**src/design/ehp_pkg.sv**
```systemverilog
package ehp_pkg;

  // One received byte of a frame.
  typedef struct packed {
    logic [7:0] data_byte;
    logic       frame_end;
  } in_beat_t;

  // One header result per frame.
  typedef struct packed {
    logic [2:0]  status;
    logic [47:0] dest_mac;
    logic [47:0] src_mac;
    logic        is_vlan;
    logic [11:0] vlan_id;
    logic [15:0] ether_type;
    logic [4:0]  payload_offset;
  } out_beat_t;

  // Status codes
  localparam logic [2:0] StAccepted  = 3'd0;
  localparam logic [2:0] StNotOurs   = 3'd1;
  localparam logic [2:0] StBadType   = 3'd2;
  localparam logic [2:0] StNotSnap   = 3'd3;
  localparam logic [2:0] StTruncated = 3'd4;

  localparam logic [47:0] BcastMac   = 48'hFFFF_FFFF_FFFF;
  localparam logic [15:0] Tpid8021q  = 16'h8100;
  localparam logic [11:0] VidMask    = 12'hFFF;
  localparam logic [15:0] MaxLength  = 16'd1500;
  localparam logic [15:0] MinType    = 16'd1536;
  localparam logic [7:0]  SnapDsap   = 8'hAA;
  localparam logic [4:0]  PlainHdr   = 5'd14;
  localparam logic [4:0]  TaggedHdr  = 5'd18;
  localparam logic [4:0]  LlcSnapLen = 5'd8;
  localparam logic [4:0]  IndexMax   = 5'd31;

endpackage

```
**src/design/ethernet_header_parser.sv**
```systemverilog
// The header result is registered into the output register, or into the skid register while the output is held.
// Throughput: one byte per cycle while in_stall_o is low, back to back across frames.
// Output side has a result register plus a one-entry skid register, so bytes keep
// flowing while a result waits; input stalls only when both are occupied.
// Reset (rst_ni low, async): clears own MAC, per-frame capture state and both valid flags.
module ethernet_header_parser (
  input  logic              clk_i,
  input  logic              rst_ni,
  // own MAC configuration
  input  logic              own_mac_we_i,
  input  logic [47:0]       own_mac_i,
  // byte stream in
  input  logic              in_valid_i,
  output logic              in_stall_o,
  input  ehp_pkg::in_beat_t in_beat_i,
  // header result out
  output logic               out_valid_o,
  input  logic               out_stall_i,
  output ehp_pkg::out_beat_t out_beat_o
);

  logic [47:0] own_mac_q;

  // Per-frame capture state
  logic [4:0]  byte_index_q, byte_index_d;
  logic [47:0] dest_shift_q, dest_shift_d;
  logic [47:0] src_shift_q, src_shift_d;
  logic [15:0] first_type_q, first_type_d;
  logic [15:0] tag_control_q, tag_control_d;
  logic [15:0] inner_type_q, inner_type_d;
  logic [7:0]  dsap_q, dsap_d;
  logic [15:0] snap_type_q, snap_type_d;

  // Output register and skid register
  logic               out_valid_q;
  ehp_pkg::out_beat_t out_beat_q;
  logic               skid_valid_q;
  ehp_pkg::out_beat_t skid_beat_q;

  logic in_accept;
  logic push;
  logic out_pop;
  logic tagged_now;

  assign in_stall_o = skid_valid_q;
  assign in_accept  = in_valid_i && !skid_valid_q;
  assign push       = in_accept && in_beat_i.frame_end;
  assign out_pop    = out_valid_q && !out_stall_i;
  assign out_valid_o = out_valid_q;
  assign out_beat_o  = out_beat_q;

  // Tag decision for the capture placement uses the type word seen so far.
  assign tagged_now = (first_type_q == ehp_pkg::Tpid8021q);

  // ---------------------------------------------------------------------------
  // Byte capture: place the incoming byte by its index within the frame.
  // ---------------------------------------------------------------------------
  always_comb begin
    logic [7:0] b;
    b             = in_beat_i.data_byte;
    dest_shift_d  = dest_shift_q;
    src_shift_d   = src_shift_q;
    first_type_d  = first_type_q;
    tag_control_d = tag_control_q;
    inner_type_d  = inner_type_q;
    dsap_d        = dsap_q;
    snap_type_d   = snap_type_q;

    if (byte_index_q < 5'd6) begin
      dest_shift_d = {dest_shift_q[39:0], b};
    end else if (byte_index_q < 5'd12) begin
      src_shift_d = {src_shift_q[39:0], b};
    end else if (byte_index_q < 5'd14) begin
      first_type_d = {first_type_q[7:0], b};
    end else if (byte_index_q < 5'd16) begin
      tag_control_d = {tag_control_q[7:0], b};
      // untagged: byte 14 is the LLC DSAP
      if (byte_index_q == 5'd14 && !tagged_now) begin
        dsap_d = b;
      end
    end else if (byte_index_q < 5'd18) begin
      inner_type_d = {inner_type_q[7:0], b};
    end else if (byte_index_q == 5'd18) begin
      if (tagged_now) begin
        dsap_d = b;
      end
    end else if (byte_index_q == 5'd20 || byte_index_q == 5'd21) begin
      if (!tagged_now) begin
        snap_type_d = {snap_type_q[7:0], b};
      end
    end else if (byte_index_q == 5'd24 || byte_index_q == 5'd25) begin
      if (tagged_now) begin
        snap_type_d = {snap_type_q[7:0], b};
      end
    end

    // saturate so long payloads don't wrap
    byte_index_d = (byte_index_q == ehp_pkg::IndexMax) ? byte_index_q
                                                       : byte_index_q + 5'd1;
  end

  // ---------------------------------------------------------------------------
  // Header decision on the frame's last byte, from the just-updated capture.
  // ---------------------------------------------------------------------------
  ehp_pkg::out_beat_t res;

  always_comb begin
    logic [5:0]  n;
    logic        is_tagged;
    logic [4:0]  hdr;
    logic [15:0] ftype;
    logic [2:0]  st;
    logic [15:0] etype;
    logic [4:0]  off;

    n         = {1'b0, byte_index_q} + 6'd1;   // bytes in frame so far, incl. this one
    is_tagged = (first_type_d == ehp_pkg::Tpid8021q);
    hdr       = is_tagged ? ehp_pkg::TaggedHdr : ehp_pkg::PlainHdr;
    ftype     = is_tagged ? inner_type_d : first_type_d;
    st        = ehp_pkg::StAccepted;
    etype     = 16'd0;
    off       = 5'd0;

    if (n < 6'd6) begin
      st = ehp_pkg::StTruncated;
    end else if (dest_shift_d != ehp_pkg::BcastMac && dest_shift_d != own_mac_q) begin
      st = ehp_pkg::StNotOurs;
    end else if (n < {1'b0, ehp_pkg::PlainHdr}) begin
      st = ehp_pkg::StTruncated;
    end else if (n < {1'b0, hdr}) begin
      st = ehp_pkg::StTruncated;
    end else if (ftype > ehp_pkg::MaxLength && ftype < ehp_pkg::MinType) begin
      st = ehp_pkg::StBadType;
    end else if (ftype <= ehp_pkg::MaxLength) begin
      // length form: LLC must carry a SNAP header
      if (n < {1'b0, hdr} + 6'd1) begin
        st = ehp_pkg::StTruncated;
      end else if (dsap_d != ehp_pkg::SnapDsap) begin
        st = ehp_pkg::StNotSnap;
      end else if (n < {1'b0, hdr} + {1'b0, ehp_pkg::LlcSnapLen}) begin
        st = ehp_pkg::StTruncated;
      end else begin
        etype = snap_type_d;
        off   = hdr + ehp_pkg::LlcSnapLen;
      end
    end else begin
      etype = ftype;
      off   = hdr;
    end

    res.status         = st;
    res.dest_mac       = dest_shift_d;
    res.src_mac        = src_shift_d;
    res.is_vlan        = (st == ehp_pkg::StAccepted) && is_tagged;
    res.vlan_id        = (st == ehp_pkg::StAccepted && is_tagged)
                         ? (tag_control_d[11:0] & ehp_pkg::VidMask) : 12'd0;
    res.ether_type     = etype;
    res.payload_offset = off;
  end

  // ---------------------------------------------------------------------------
  // Registers
  // ---------------------------------------------------------------------------
  always_ff @(posedge clk_i or negedge rst_ni) begin
    if (!rst_ni) begin
      own_mac_q     <= '0;
      byte_index_q  <= '0;
      dest_shift_q  <= '0;
      src_shift_q   <= '0;
      first_type_q  <= '0;
      tag_control_q <= '0;
      inner_type_q  <= '0;
      dsap_q        <= '0;
      snap_type_q   <= '0;
      out_valid_q   <= 1'b0;
      skid_valid_q  <= 1'b0;
    end else begin
      if (own_mac_we_i) begin
        own_mac_q <= own_mac_i;
      end

      // capture state; cleared after the last byte of each frame
      if (in_accept) begin
        if (in_beat_i.frame_end) begin
          byte_index_q  <= '0;
          dest_shift_q  <= '0;
          src_shift_q   <= '0;
          first_type_q  <= '0;
          tag_control_q <= '0;
          inner_type_q  <= '0;
          dsap_q        <= '0;
          snap_type_q   <= '0;
        end else begin
          byte_index_q  <= byte_index_d;
          dest_shift_q  <= dest_shift_d;
          src_shift_q   <= src_shift_d;
          first_type_q  <= first_type_d;
          tag_control_q <= tag_control_d;
          inner_type_q  <= inner_type_d;
          dsap_q        <= dsap_d;
          snap_type_q   <= snap_type_d;
        end
      end

      // output register refills from skid first, else from a fresh result;
      // a push is impossible while skid is full (input is stalled)
      if (!out_valid_q || out_pop) begin
        if (skid_valid_q) begin
          out_valid_q  <= 1'b1;
          skid_valid_q <= 1'b0;
        end else begin
          out_valid_q <= push;
        end
      end else if (push) begin
        skid_valid_q <= 1'b1;
      end
    end
  end

  // payload registers, no reset
  always_ff @(posedge clk_i) begin
    if (!out_valid_q || out_pop) begin
      if (skid_valid_q) begin
        out_beat_q <= skid_beat_q;
      end else if (push) begin
        out_beat_q <= res;
      end
    end else if (push) begin
      skid_beat_q <= res;
    end
  end

`ifndef SYNTH
  // skid entry only exists behind an occupied output register
  a_skid_behind_out: assert property (@(posedge clk_i) disable iff (!rst_ni)
    skid_valid_q |-> out_valid_q)
    else $error("skid holds a result while output register is empty");

  // after every frame end the output register holds a valid result
  a_push_gives_result: assert property (@(posedge clk_i) disable iff (!rst_ni)
    push |=> out_valid_q)
    else $error("frame end did not yield a result");

  // accepted headers start the payload at one of the four legal offsets
  a_accept_offset: assert property (@(posedge clk_i) disable iff (!rst_ni)
    (out_valid_q && out_beat_q.status == ehp_pkg::StAccepted) |->
      (out_beat_q.payload_offset == 5'd14 || out_beat_q.payload_offset == 5'd18 ||
       out_beat_q.payload_offset == 5'd22 || out_beat_q.payload_offset == 5'd26))
    else $error("accepted header with bad payload offset");

  // rejected frames carry no tag or type information
  a_reject_clean: assert property (@(posedge clk_i) disable iff (!rst_ni)
    (out_valid_q && out_beat_q.status != ehp_pkg::StAccepted) |->
      (!out_beat_q.is_vlan && out_beat_q.vlan_id == 12'd0 &&
       out_beat_q.ether_type == 16'd0 && out_beat_q.payload_offset == 5'd0))
    else $error("rejected header carries decode fields");
`endif

endmodule
```
**config.mk**
```make
export PLATFORM = sky130hd
export DESIGN_NAME = ethernet_header_parser
export DESIGN_NICKNAME = d
export VERILOG_FILES = /design/src/design/ehp_pkg.sv /design/src/design/ethernet_header_parser.sv
export SDC_FILE = /design/constraint.sdc
export NUM_CORES = 1
export LEC_CHECK = 0
export ABC_CLOCK_PERIOD_IN_PS = 10300
export BUFFER_PORTS_ARGS = -buffer_cell sky130_fd_sc_hd__buf_2
export CAP_MARGIN = 30
export CORE_MARGIN = 5
export CORE_UTILIZATION = 40
export CTS_CLUSTER_DIAMETER = 30
export DETAILED_ROUTE_END_ITERATION = 10
export PLACE_DENSITY = 0.58
export SKIP_LAST_GASP = 1
export SLEW_MARGIN = 10
export SYNTH_ARGS = -nofsm -noshare
export SYNTH_HDL_FRONTEND = slang
export SYNTH_SLANG_ARGS = --single-unit
```
**constraint.sdc**
```tcl
create_clock -name clk_i -period 10.3 [get_ports clk_i]
set_input_delay 1.03 -clock clk_i [delete_from_list [all_inputs] [get_ports clk_i]]
set_output_delay 1.03 -clock clk_i [all_outputs]
set_load 0.01 [all_outputs]
```
Word-level counts from Yosys, hierarchy flattened --
Index checks and enable logic that the tools add are counted.
Storage, ports and cells: bits in writable memories 0, output and inout port bits 135, bits in registers 485, latch bits 0, memories kept 0, logic and storage cells 154, input port bits 62, memory bits (read-only) 0
Cells by class: add/sub/neg operators 5, $lt $le $gt $ge 13, multiplexer cells 77, equality and inequality tests 13, reductions and logical operators 20, div/mod/pow operators 0, bitwise gates (word level) 1, shift-type cells 0, multiply operators 0
Operators with widths (count):
- 16-bit two-way mux | 31
- 133-bit two-way mux | 2
- 48-bit two-way mux | 5
- 12-bit two-way mux | 6
- 8-bit two-way mux | 9
- 5-bit two-way mux | 12
- 48-bit inequality test | 1
- 48-bit inequality test (second input constant) | 1
- 16-bit equality test (second input constant) | 2
- 5-bit equality test (second input constant) | 6
- 3-bit two-way mux | 9
- 16-bit by 11-bit greater-than comparator with 1-bit output (second input constant) | 1
- 16-bit by 11-bit <= comparator with 1-bit output (second input constant) | 1
- 16-bit by 11-bit < comparator with 1-bit output (second input constant) | 1
- 5-bit by 1-bit adder with 6-bit output (second input constant) | 2
- 6-bit < comparator | 2
- 5-bit by 4-bit < comparator with 1-bit output (second input constant) | 2
- 5-bit < comparator (second input constant) | 2
- 8-bit inequality test (second input constant) | 1
- 1-bit logical AND | 7
- 5-bit by 4-bit adder with 6-bit output (second input constant) | 1
- 6-bit by 3-bit < comparator with 1-bit output (second input constant) | 1
- 6-bit by 4-bit < comparator with 1-bit output (second input constant) | 1
- 6-bit by 5-bit < comparator with 1-bit output | 1
- 12 further kinds | 22

Logic depth before layout (Yosys ltp) --
Gate-level depths: netlist of run 1.
depth in word-level cells 22, gate-level depth with buffers 17, gate-level depth less buffers 12

Least setup slack after synthesis of run 1 --
OpenSTA, ideal clock, no wires.
kind input port to flip-flop, start point input port in_valid_i, end point register skid_beat_q[100] in the netlist's numbering (enable), path buffers 3, cell stages on the path 5, slack -1.107 ns, data required time 9.514 ns, library setup time 0.786 ns, data arrival time 10.622 ns, path through nand2_1 -> clkbuf_1 -> clkbuf_1 -> buf_1 -> nor3_1
Between the ends: longest elaborated chain between the ends 3
RTL lines:
- start: declaration | line ethernet_header_parser.sv:13 | input logic in_valid_i,
- 1-bit logical AND | line ethernet_header_parser.sv:46 | assign in_accept = in_valid_i && !skid_valid_q;
- 1-bit logical AND | line ethernet_header_parser.sv:47 | assign push = in_accept && in_beat_i.frame_end;
- 2-bit AND reduction (no source line)
- end signal: assignment | line ethernet_header_parser.sv:229 | skid_beat_q <= res;
- end: declaration | line ethernet_header_parser.sv:38 | ehp_pkg::out_beat_t skid_beat_q;
Every way passes these cells. A chain may end at the register's enable or synchronous reset.

Final worst setup path of run 1 --
start point register byte_index_q[2], end point register out_beat_q, in the netlist out_beat_o[22], data pin
Between the ends: longest elaborated chain between the ends 22, elaborated cells on any way between the ends 61, classes of those cells 3 x add/sub; 13 x order compare; 6 x eq/ne; 34 x mux; 5 x reduce/logical
RTL lines:
- start: declaration | line ethernet_header_parser.sv:25 | logic [4:0] byte_index_q, byte_index_d;
- start signal: assignment | line ethernet_header_parser.sv:194 | byte_index_q <= byte_index_d;
- 5-bit by 4-bit < comparator with 1-bit output | line ethernet_header_parser.sv:73 | end else if (byte_index_q < 5'd14) begin
- 16-bit two-way mux | line ethernet_header_parser.sv:73
- 16-bit two-way mux | line ethernet_header_parser.sv:71 | end else if (byte_index_q < 5'd12) begin
- 16-bit two-way mux | line ethernet_header_parser.sv:69 | if (byte_index_q < 5'd6) begin
- 16-bit equality test | line ethernet_header_parser.sv:117 | is_tagged = (first_type_d == ehp_pkg::Tpid8021q);
- 5-bit two-way mux | line ethernet_header_parser.sv:118 | hdr = is_tagged ? ehp_pkg::TaggedHdr : ehp_pkg::PlainHdr;
- 5-bit by 4-bit adder with 6-bit output | line ethernet_header_parser.sv:140 | end else if (n < {1'b0, hdr} + {1'b0, ehp_pkg::LlcSnapLen}) begin
- 6-bit < comparator | line ethernet_header_parser.sv:140
- (+6 left out)
- 3-bit two-way mux | line ethernet_header_parser.sv:128 | end else if (n < {1'b0, ehp_pkg::PlainHdr}) begin
- 3-bit two-way mux | line ethernet_header_parser.sv:126 | end else if (dest_shift_d != ehp_pkg::BcastMac && dest_shift_d != own_mac_q) begin
- 3-bit two-way mux | line ethernet_header_parser.sv:124 | if (n < 6'd6) begin
- 3-bit logical NOT | line ethernet_header_parser.sv:155 | res.vlan_id = (st == ehp_pkg::StAccepted && is_tagged)
- 1-bit logical AND | line ethernet_header_parser.sv:155
- 12-bit two-way mux * | line ethernet_header_parser.sv:156 | ? (tag_control_d[11:0] & ehp_pkg::VidMask) : 12'd0;
- 133-bit two-way mux * | line ethernet_header_parser.sv:225 | end else if (push) begin
- 133-bit two-way mux * | line ethernet_header_parser.sv:223 | if (skid_valid_q) begin
- end signal: assignment | line ethernet_header_parser.sv:224 | out_beat_q <= skid_beat_q;
- end signal: assignment | line ethernet_header_parser.sv:226 | out_beat_q <= res;
- end: declaration | line ethernet_header_parser.sv:36 | ehp_pkg::out_beat_t out_beat_q;
Every way passes the cells marked *; elsewhere a longest branch is shown, timed or not. The select of a mux whose other input is x is not followed.

==> results of run 1 <==
synth_stat cells, drive strengths merged, types with 5 or more instances:
cell type / number
edfxtp: 264
dfrtp: 219
nand2: 206
mux2: 187
o21ai: 106
a22o: 96
clkbuf: 90
mux2i: 74
nor2: 69
inv: 53
o31ai: 33
buf: 31
nor3: 28
a21oi: 27
nand4: 26
nor2b: 26
xor2: 24
a22oi: 16
nand3: 15
o22ai: 15
xnor2: 14
nor4: 13
ha: 9
a32o: 8
or3: 8
a2111oi: 7
a211oi: 6
a222oi: 6
a31oi: 6
nor4b: 6
a221oi: 5
and2: 5
and3: 5
nand2b: 5
o21a: 5
sequential cells by signal (all words and copies together) (netlist names), 8 cells and up:
register       count
skid_beat_q      132
dest_shift_q      48
snap_type_q       16
own_mac_q         48
src_shift_q       48
out_beat_o       132
dsap_q             8
first_type_q      16
inner_type_q      16
tag_control_q     12
kinds of logic after synthesis:
group	share of synthesized area, %
AO/OA/AOI/OAI	12.2
XOR/XNOR	1.49
adder cells (fa/ha/maj)	0.505
buffers and inverters	3.37
flip-flops	60.2
multiplexers	13.0
other	0.0168
AND/OR/NAND/NOR	9.24
power groups by stage:
stage | Combinational, mW | Sequential (mW) | Clock, mW
CTS | 0.367 | 2.21 | 3.44
global route | 0.397 | 2.21 | 3.55
global placement | 0.358 | 2.24 | 0
finish | 0.365 | 2.21 | 3.39
floorplan | 0.200 | 2.23 | 0
detailed placement | 0.364 | 2.24 | 0
final cells by class:
class	count	area [um^2]
Inverter	55	209
Multi-Input combinational cell	1111	8180
Fill cell	4867	27400
Clock inverter	73	841
Timing Repair Buffer	231	1330
Sequential cell	483	13400
Clock buffer	125	2800
Tap cell	748	936
path summary, 6_finish.rpt:
check                                            start                          end  slack [ns]  cells past startpoint
min                                             rst_ni  src_shift_q[45]$_DFFE_PN0P_        0.36                      1
max                        byte_index_q[2]$_DFFE_PN0P_     out_beat_o[22]$_DFFE_PP_        5.23                     14
min reg2reg                snap_type_q[15]$_DFFE_PN0P_  snap_type_q[15]$_DFFE_PN0P_        0.48                      2
max reg2reg                byte_index_q[2]$_DFFE_PN0P_     out_beat_o[22]$_DFFE_PP_        5.23                     14
min in group clk_i         snap_type_q[15]$_DFFE_PN0P_  snap_type_q[15]$_DFFE_PN0P_        0.48                      2
max in group asynchronous                       rst_ni  inner_type_q[9]$_DFFE_PN0P_        8.39                      4
worst reg2reg max path, stage by stage (launching register included):
cell and delay [ns]:
dfrtp_1 0.70, and4bb_2 0.64, nand4_1 0.19, a21oi_1 0.18, buf_4 0.23, clkinv_1 0.30, ha_1 0.42, nand4_1 0.10
and2_1 0.15, o21ai_1 0.73, nand2_1 0.15, o41ai_1 0.37, o211ai_1 0.23, buf_4 0.23, o31ai_1 0.26
through the flow:
step                utilization (%)  instances
global route                   50.3       2826
global placement               43.4       2618
finish                         50.3       2826
detailed placement             43.6       2626
CTS                            50.2       2824
floorplan                         -       1770
per-layer routing:
layer	track usage (%)	share of wire, %
met5	0	0
met4	7.42	2.8
met3	3.91	5.4
met2	34.0	47
met1	29.4	45
==> flow_summary.toml, run 1 <==
[status]
run_status = "finished, final reports clean"

[worst_setup_path]
critical_path_class = "reg -> reg"
cpMaxStageDelayCell = "o21ai_1"
required_ns = 10.75
cp.buffers_inverters = 3
path_cells = "and4bb_2 -> nand4_1 -> a21oi_1 -> buf_4 -> clkinv_1 -> ha_1 -> nand4_1 -> and2_1 -> o21ai_1 -> nand2_1 -> o41ai_1 -> o211ai_1 -> buf_4 -> o31ai_1"
worstSetupEndpointType = "flop"
cpLargestDelayFamily = "compound AO/OA/AOI/OAI gates"
critPathArrivalTime_ns = 5.53
critPathMaxFanout = 20
start_kind = "flop"
slowest_delay_ns = 0.73

[final_layout]
final_common_cell = "edfxtp_1"
stdcell_area_um2 = 27700
layout-drive-gt1-share_pct = 30.4
layout_common_cells = "edfxtp_1 (264), dfrtp_1 (218), nand2_1 (205), buf_2 (196), mux2_2 (185)"
fin_nets = 2058
diodes = 0
syn_to_final_growth_pct = 24.3

[pwr]
p_sw_mw = 1.38
p_sw_share_pct = 23.2
intPower_mw = 4.57
finalPower_mw = 5.96
ir_worst_vdd_v = 0.000142
p_leak_nw = 11.3
power.density_nw_per_um2 = 215
p_seq_share_pct = 37.0
combPwrFrac_pct = 6.1
p_clk_share_pct = 56.8

[synthesis]
syn_avg_cell_area_um2 = 12.6
yosys.cell_types.count = 86
syn_nets = 1841
synth_top_area_share_pct = 35.6
yosysSeqAreaShare_pct = 60.2
synthTopCellsByArea = "edfxtp_1 (36%), dfrtp_1 (25%), mux2_2 (9.3%)"
yosysTopAreaCell = "edfxtp_1"
syn_area_um2 = 22300
ys_warn_count = 0
synthCells = 1770
ys.flop_type = "edfxtp_1"
synth_seq_cells = 483
synth_edf_count = 264
ys_async_sr_fraction_pct = 45.3

[cts]
cts_tree = "yes"
cts_resized = 0
clk_path_buf_depth = 3
clockRootBuffer = "clkbuf_16"
clock_sink_count = 483
cts_made_buffers = 105
cts_hold_buf = 0
cts.clk_slew.worst_paths_ns = 0.05
insertion_delay_ns = 0.64
h-tree-depth = 3
post_cts_buffers = 0

[timing]
hold_viol = 0
fmax_ghz = 0.197
maxSlewViolCount = 0
whs_ns = 0.364
tightest_slew_ns = 0.978
setup_viol = 0
period_needed_ns = 5.07
rsz0062_at_grt = "no"
finalCritPeriodShare_pct = 49.3
finalSetupTns_ns = 0
relSlewSlack_pct = 34.2
setup_ws_ns = 5.23
clock_skew_ns = 0.0368

[detailed_routing]
wl_per_cell_um = 23.1
vias_per_cell = 5.52
final_antenna_net_count = 0
drt_first_pass_iters = 5
drcViolationCount = 0
wl_mm = 65.4
vias = 15600
dr.first_iter.drc_count = 1241

[place]
port_buffers = 195
place_ws_ns = 4.77
dp_hpwl_mm = 43.1
globalplace.congestion = 0.907
placed_cell_area_um2 = 24000

[grt]
grt-ovfl-total = 0
grt_pass1_wl_mm = 99.8
grt_pass1_vias = 16100
grt_antenna_before_repair = 0
grt_max_degree = 78
grt.total_usage_pct = 21.3

[floorplan]
die_x_um = 246
die_area_um2 = 60500
row_count = 86
ioPinCount = 197
start_util_pct = 40.5
die_h_um = 246
core_area_um2 = 55100

[flow_run]
drv_cap = 0

[min_path]
min_path_type = "in -> async"
(Power assumes the default switching activity.)
==> run 2, diff against run 1 <==
--- a/config.mk
+++ b/config.mk
@@ -5,7 +5,7 @@
 export SDC_FILE = /design/constraint.sdc
 export NUM_CORES = 1
 export LEC_CHECK = 0
-export ABC_CLOCK_PERIOD_IN_PS = 10300
+export ABC_CLOCK_PERIOD_IN_PS = 4300
 export BUFFER_PORTS_ARGS = -buffer_cell sky130_fd_sc_hd__buf_2
 export CAP_MARGIN = 30
 export CORE_MARGIN = 5
==> constraint.sdc (replaced) <==
create_clock -name clk_i -period 4.3 [get_ports clk_i]
set_input_delay 0.43 -clock clk_i [delete_from_list [all_inputs] [get_ports clk_i]]
set_output_delay 0.43 -clock clk_i [all_outputs]
set_load 0.01 [all_outputs]
==> run 2 against run 1 <==
Compared with the run above: die area unchanged; critical path type unchanged; sequential power up 140%; largest power group unchanged; fmax up 28%; critical endpoint is now out_beat_o[27]$_DFFE_PP_; critical path depth down 1; non-clock buffer count up 70; first-iteration DRC count up 17%.
==> flow_summary.toml, run 2 (same netlist as run 1, synthesis figures left out) <==
[status]
run_status = "finished, final reports clean"

[cts]
post_cts_buffers = 0
clk_path_buf_depth = 3
cts.clk_slew.worst_paths_ns = 0.04
cts_tree = "yes"
cts_made_buffers = 111
clockRootBuffer = "clkbuf_16"
clock_sink_count = 483
h-tree-depth = 3
insertion_delay_ns = 0.66

[worst_setup_path]
endpoint = "out_beat_o[27]$_DFFE_PP_"
reg2reg_to = "out_beat_o[27]$_DFFE_PP_"
reg2reg_depth = 13
cpMaxStageDelayCell = "or4_1"
slowest_delay_ns = 0.55
reg2reg_from = "byte_index_q[4]$_DFFE_PN0P_"
crit_cells = 13
cp.buffers_inverters = 1
cpLargestDelayFamily = "simple AND/OR/NAND/NOR gates"
path_cells = "and4bb_2 -> nand4_1 -> a21oi_2 -> ha_1 -> a21o_1 -> a21oi_1 -> and2_1 -> o21ai_1 -> or4_1 -> nand2_1 -> o211ai_1 -> buf_4 -> o31ai_1"
required_ns = 4.76
start_kind = "flop"
critPathMaxFanout = 14
r2r_slack_ns = 0.33
critPathArrivalTime_ns = 4.43
startpoint = "byte_index_q[4]$_DFFE_PN0P_"
worstSetupEndpointType = "flop"
critical_path_class = "reg -> reg"

[pwr]
finalPower_mw = 15.0
power.density_nw_per_um2 = 522
p_leak_nw = 11.8
ir_worst_vdd_v = 0.000390

[flow_run]
drv_cap = 0

[floorplan]
start_util_pct = 40.5
die_x_um = 246
die_h_um = 246
core_area_um2 = 55100
row_count = 86
die_area_um2 = 60500
ioPinCount = 197

[timing]
tightest_slew_ns = 0.993
period_needed_ns = 3.97
setup_viol = 0
finalCritPeriodShare_pct = 92.4
clock_skew_ns = 0.0400
fmax_ghz = 0.252
hold_viol = 0
rsz0062_at_grt = "no"
whs_ns = 0.0332
maxSlewViolCount = 0
relSlewSlack_pct = 33.4

[detailed_routing]
drt_first_pass_iters = 5
wl_per_cell_um = 23.4
wl_mm = 68.2
final_antenna_net_count = 0
vias_per_cell = 5.52
vias = 16100
drcViolationCount = 0
dr.first_iter.drc_count = 1456

[grt]
grt_antenna_before_repair = 1
grt-ovfl-total = 0
grt_pass1_wl_mm = 104
grt.total_usage_pct = 22.3
grt_max_degree = 103
grt_pass1_vias = 16400

[final_layout]
fin_nets = 2134
syn_to_final_growth_pct = 28.8
diodes = 0
layout_common_cells = "edfxtp_1 (264), dfrtp_1 (218), nand2_1 (205), buf_2 (194), mux2_2 (185)"
final_common_cell = "edfxtp_1"
final_util_pct = 52.1
layout-drive-gt1-share_pct = 31.8
fillers = 4776

[place]
dp_hpwl_mm = 45.5
port_buffers = 195
globalplace.congestion = 0.928

[min_path]
min_path_type = "in -> reg"
[run 2: worst min path at each step]
stage                            startpoint  cells past startpoint                            to  slack (ns)
3_3_place_gp    snap_type_q[15]$_DFFE_PN0P_                      2   snap_type_q[15]$_DFFE_PN0P_        0.46
5_1_grt                       own_mac_i[38]                      2     own_mac_q[38]$_DFFE_PN0P_        0.01
3_5_place_dp   inner_type_q[11]$_DFFE_PN0P_                      2  inner_type_q[11]$_DFFE_PN0P_        0.48
2_1_floorplan                        rst_ni                      0   byte_index_q[0]$_DFFE_PN0P_        0.13
4_1_cts                       own_mac_i[20]                      2     own_mac_q[20]$_DFFE_PN0P_      0.0001
6_report                      own_mac_i[20]                      2     own_mac_q[20]$_DFFE_PN0P_        0.03
[run 2: layer usage]
layer / GRT usage (%) / up-vias / share of wire, %
met5: 0 / - / 0
met4: 7.76 / 0 / 3.0
met3: 4.22 / 136 / 6.1
met2: 36.1 / 592 / 48
met1: 30.3 / 8083 / 43
li1: - / 7246 / -
[run 2: area by class of cell]
cell class | instances | area (um^2) | area share (%)
sequential | 483 | 13400 | 46.7
multi-input combinational | 1111 | 8200 | 28.6
clock buffer | 125 | 2830 | 9.86
timing repair buffer | 301 | 2000 | 6.96
clock inverter | 87 | 1120 | 3.91
tap | 748 | 936 | 3.26
inverter | 55 | 209 | 0.728
[run 2: where the power goes]
part	switching, mW	internal (mW)
registers	0.164	5.11
clock network	2.89	5.88
logic	0.592	0.354
[run 2: through the flow]
| step | TNS (ns) | area, um^2 | cells | setup slack (ns) |
|---|---|---|---|---|
| floorplan | -45.34 | 22300 | 1770 | -0.343 |
| global placement | 0 | 24400 | 2664 | 0.284 |
| detailed placement | 0 | 24400 | 2664 | 0.294 |
| CTS | 0 | 28700 | 2909 | 0.232 |
| global route | 0 | 28700 | 2910 | 0.0768 |
| finish | 0 | 28700 | 2910 | 0.329 |
[run 2: worst register-to-register path, cell delays in order (launching register included)]
cell and delay, ns:
dfrtp_1 0.53, and4bb_2 0.54, nand4_1 0.20, a21oi_2 0.29
ha_1 0.32, a21o_1 0.17, a21oi_1 0.18, and2_1 0.15
o21ai_1 0.10, or4_1 0.55, nand2_1 0.11, o211ai_1 0.12
buf_4 0.24, o31ai_1 0.27
[run 2: what timing repair did]
action	in CTS	in global routing
gates resized for setup	0	2
hold buffers	33	0
endpoints found under the setup margin	0	8
hold endpoints to repair	131	0
==> run 3, diff against run 2 <==
--- a/config.mk
+++ b/config.mk
@@ -5,14 +5,16 @@
 export SDC_FILE = /design/constraint.sdc
 export NUM_CORES = 1
 export LEC_CHECK = 0
-export ABC_CLOCK_PERIOD_IN_PS = 4300
+export ABC_CLOCK_PERIOD_IN_PS = 4600
 export BUFFER_PORTS_ARGS = -buffer_cell sky130_fd_sc_hd__buf_2
 export CAP_MARGIN = 30
 export CORE_MARGIN = 5
 export CORE_UTILIZATION = 40
 export CTS_CLUSTER_DIAMETER = 30
 export DETAILED_ROUTE_END_ITERATION = 10
-export PLACE_DENSITY = 0.58
+export GPL_ROUTABILITY_DRIVEN = 0
+export PLACE_DENSITY = 0.56
+export SKIP_CTS_REPAIR_TIMING = 1
 export SKIP_LAST_GASP = 1
 export SLEW_MARGIN = 10
 export SYNTH_ARGS = -nofsm -noshare
==> constraint.sdc (replaced) <==
create_clock -name clk_i -period 4.6 [get_ports clk_i]
set_input_delay 0.46 -clock clk_i [delete_from_list [all_inputs] [get_ports clk_i]]
set_output_delay 0.46 -clock clk_i [all_outputs]
set_load 0.01 [all_outputs]
==> run 3 against run 2 <==
Compared with the run above: die area unchanged; clock power decreased by 5.6%; final area fell by 1.9%; critical path type unchanged.
==> flow_summary.toml, run 3 (same netlist as run 1, synthesis figures left out) <==
[timing]
relSlewSlack_pct = 34.6
finalSetupTns_ns = 0
maxSlewViolCount = 0
clock_skew_ns = 0.0158
setup_viol = 0
rsz0062_at_grt = "no"
period_needed_ns = 4.27
hold_viol = 0
fmax_ghz = 0.234
finalCritPeriodShare_pct = 92.8
tightest_slew_ns = 0.979

[pwr]
power.density_nw_per_um2 = 499
p_leak_nw = 11.5
ir_worst_vdd_v = 0.000295

[detailed_routing]
drcViolationCount = 0
wl_per_cell_um = 23.1
met2_length_mm = 30.1
met3_length_mm = 5.01
wl_mm = 65.7
dr.first_iter.drc_count = 1614
vias = 15900
highest_layer = "met4"
drt-met1-wl_mm = 27.9
final_antenna_net_count = 0
drt_first_pass_iters = 6
vias_per_cell = 5.58

[floorplan]
core_area_um2 = 55100
die_area_um2 = 60500
row_count = 86
die_x_um = 246
ioPinCount = 197
die_h_um = 246
start_util_pct = 40.5

[cts]
clk_path_buf_depth = 3
clockRootBuffer = "clkbuf_16"
clock_sink_count = 483
insertion_delay_ns = 0.64
cts.clk_slew.worst_paths_ns = 0.04
cts_made_buffers = 109
cts_tree = "yes"
h-tree-depth = 3

[worst_setup_path]
reg2reg_from = "byte_index_q[2]$_DFFE_PN0P_"
required_ns = 5.04
slowest_delay_ns = 0.69
worstSetupEndpointType = "flop"
reg2reg_to = "out_beat_o[26]$_DFFE_PP_"
critPathArrivalTime_ns = 4.71
r2r_slack_ns = 0.33
cp_common_cell = "buf_4"
critical_path_class = "reg -> reg"
cpMaxStageDelayCell = "dfrtp_1"
path_cells = "a211o_2 -> buf_12 -> mux2_4 -> xor2_1 -> a21oi_1 -> or4b_4 -> o41ai_1 -> buf_4 -> o211ai_1 -> buf_4 -> o31ai_1"
start_kind = "flop"
reg2reg_depth = 11
endpoint = "out_beat_o[26]$_DFFE_PP_"
critPathMaxFanout = 28
startpoint = "byte_index_q[2]$_DFFE_PN0P_"

[min_path]
min_path_type = "in -> reg"

[final_layout]
stdcell_area_um2 = 28200
fillers = 4838
final_util_pct = 51.1
fin_nets = 2076
syn_to_final_growth_pct = 26.4
layout_common_cells = "edfxtp_1 (264), dfrtp_1 (218), nand2_1 (205), buf_2 (194), mux2_2 (185)"
layout-drive-gt1-share_pct = 31.6
final_common_cell = "edfxtp_1"

[flow_run]
drv_cap = 0

[grt]
grt-ovfl-total = 0
grt_antenna_before_repair = 1
grt.total_usage_pct = 21.5
grt_pass1_vias = 16200
grt_pass1_wl_mm = 101
grt_max_degree = 133

[place]
placed_cell_area_um2 = 24100
dp_hpwl_mm = 43.1
port_buffers = 195

[status]
run_status = "finished, final reports clean"
## run 3: changes by cell type in the layout (fill, tap and decap cells not counted), moves of 3 or more
cell / before / now
dlygate4sd3_1: 33 / 1
clkinv_2: 11 / 18
buf_12: 10 / 5
clkbuf_1: 14 / 10
clkbuf_16: 111 / 114
buf_4: 62 / 43
clkbuf_8: 0 / 3
clkinv_4: 16 / 10
clkinvlp_4: 16 / 19
inv_6: 11 / 5
clkinv_1: 10 / 7
## run 3: final cells by class
| cell class | count | area, um^2 | area share, % |
|---|---|---|---|
| sequential | 483 | 13400 | 47.6 |
| multi-input combinational | 1111 | 8180 | 29.0 |
| clock buffer | 127 | 2930 | 10.4 |
| timing repair buffer | 245 | 1420 | 5.05 |
| clock inverter | 81 | 1070 | 3.80 |
| tap | 748 | 936 | 3.32 |
| inverter | 55 | 209 | 0.742 |
| antenna | 1 | 2.50 | 0.00889 |
## run 3: per-stage QoR
| step | setup WS (ns) | power (mW) | hold slack, ns | cells |
|---|---|---|---|---|
| 2_1_floorplan | -0.0435 | 5.44 | 0.164 | 1770 |
| 3_3_place_gp | 0.266 | 5.83 | 0.464 | 2638 |
| 3_5_place_dp | 0.408 | 5.84 | 0.469 | 2641 |
| 4_1_cts | 0.369 | 14.2 | -0.157 | 2849 |
| 5_1_grt | 0.0142 | 14.5 | 0.0389 | 2850 |
| 6_report | 0.330 | 14.0 | 0.0387 | 2851 |
## run 3: power breakdown
part           switching (mW)  total [mW]  internal [mW]
Sequential              0.157        4.94           4.78
Clock                    2.58        8.28           5.70
Combinational           0.531       0.827          0.296
## run 3: worst max-delay path, delay by kind of cell, from the launching register on
kind / cells / cell delay [ns]
xor gates and xnor gates: 1 / 0.16
buffers and inverters: 3 / 0.70
muxes: 1 / 0.36
and+or+nand+nor: 1 / 0.55
DFF: 1 / 0.69
AOI/OAI and AO/OA: 5 / 1.60
## run 3: metal layers
layer  track usage, %  vias to the layer above
met5                0                        -
met4             9.45                        0
met3             5.20                      183
met2             33.2                      714
met1             29.1                     7868
li1                 -                     7148
## run 3: how the worst min path moves through the flow
stage	from	endpoint	slack, ns	cells past startpoint
floorplan	rst_ni	byte_index_q[0]$_DFFE_PN0P_	0.16	0
global placement	snap_type_q[15]$_DFFE_PN0P_	snap_type_q[15]$_DFFE_PN0P_	0.46	2
detailed placement	snap_type_q[15]$_DFFE_PN0P_	snap_type_q[15]$_DFFE_PN0P_	0.47	2
CTS	rst_ni	src_shift_q[42]$_DFFE_PN0P_	-0.16	1
global route	own_mac_i[13]	own_mac_q[13]$_DFFE_PN0P_	0.04	2
finish	own_mac_i[7]	own_mac_q[7]$_DFFE_PN0P_	0.04	3
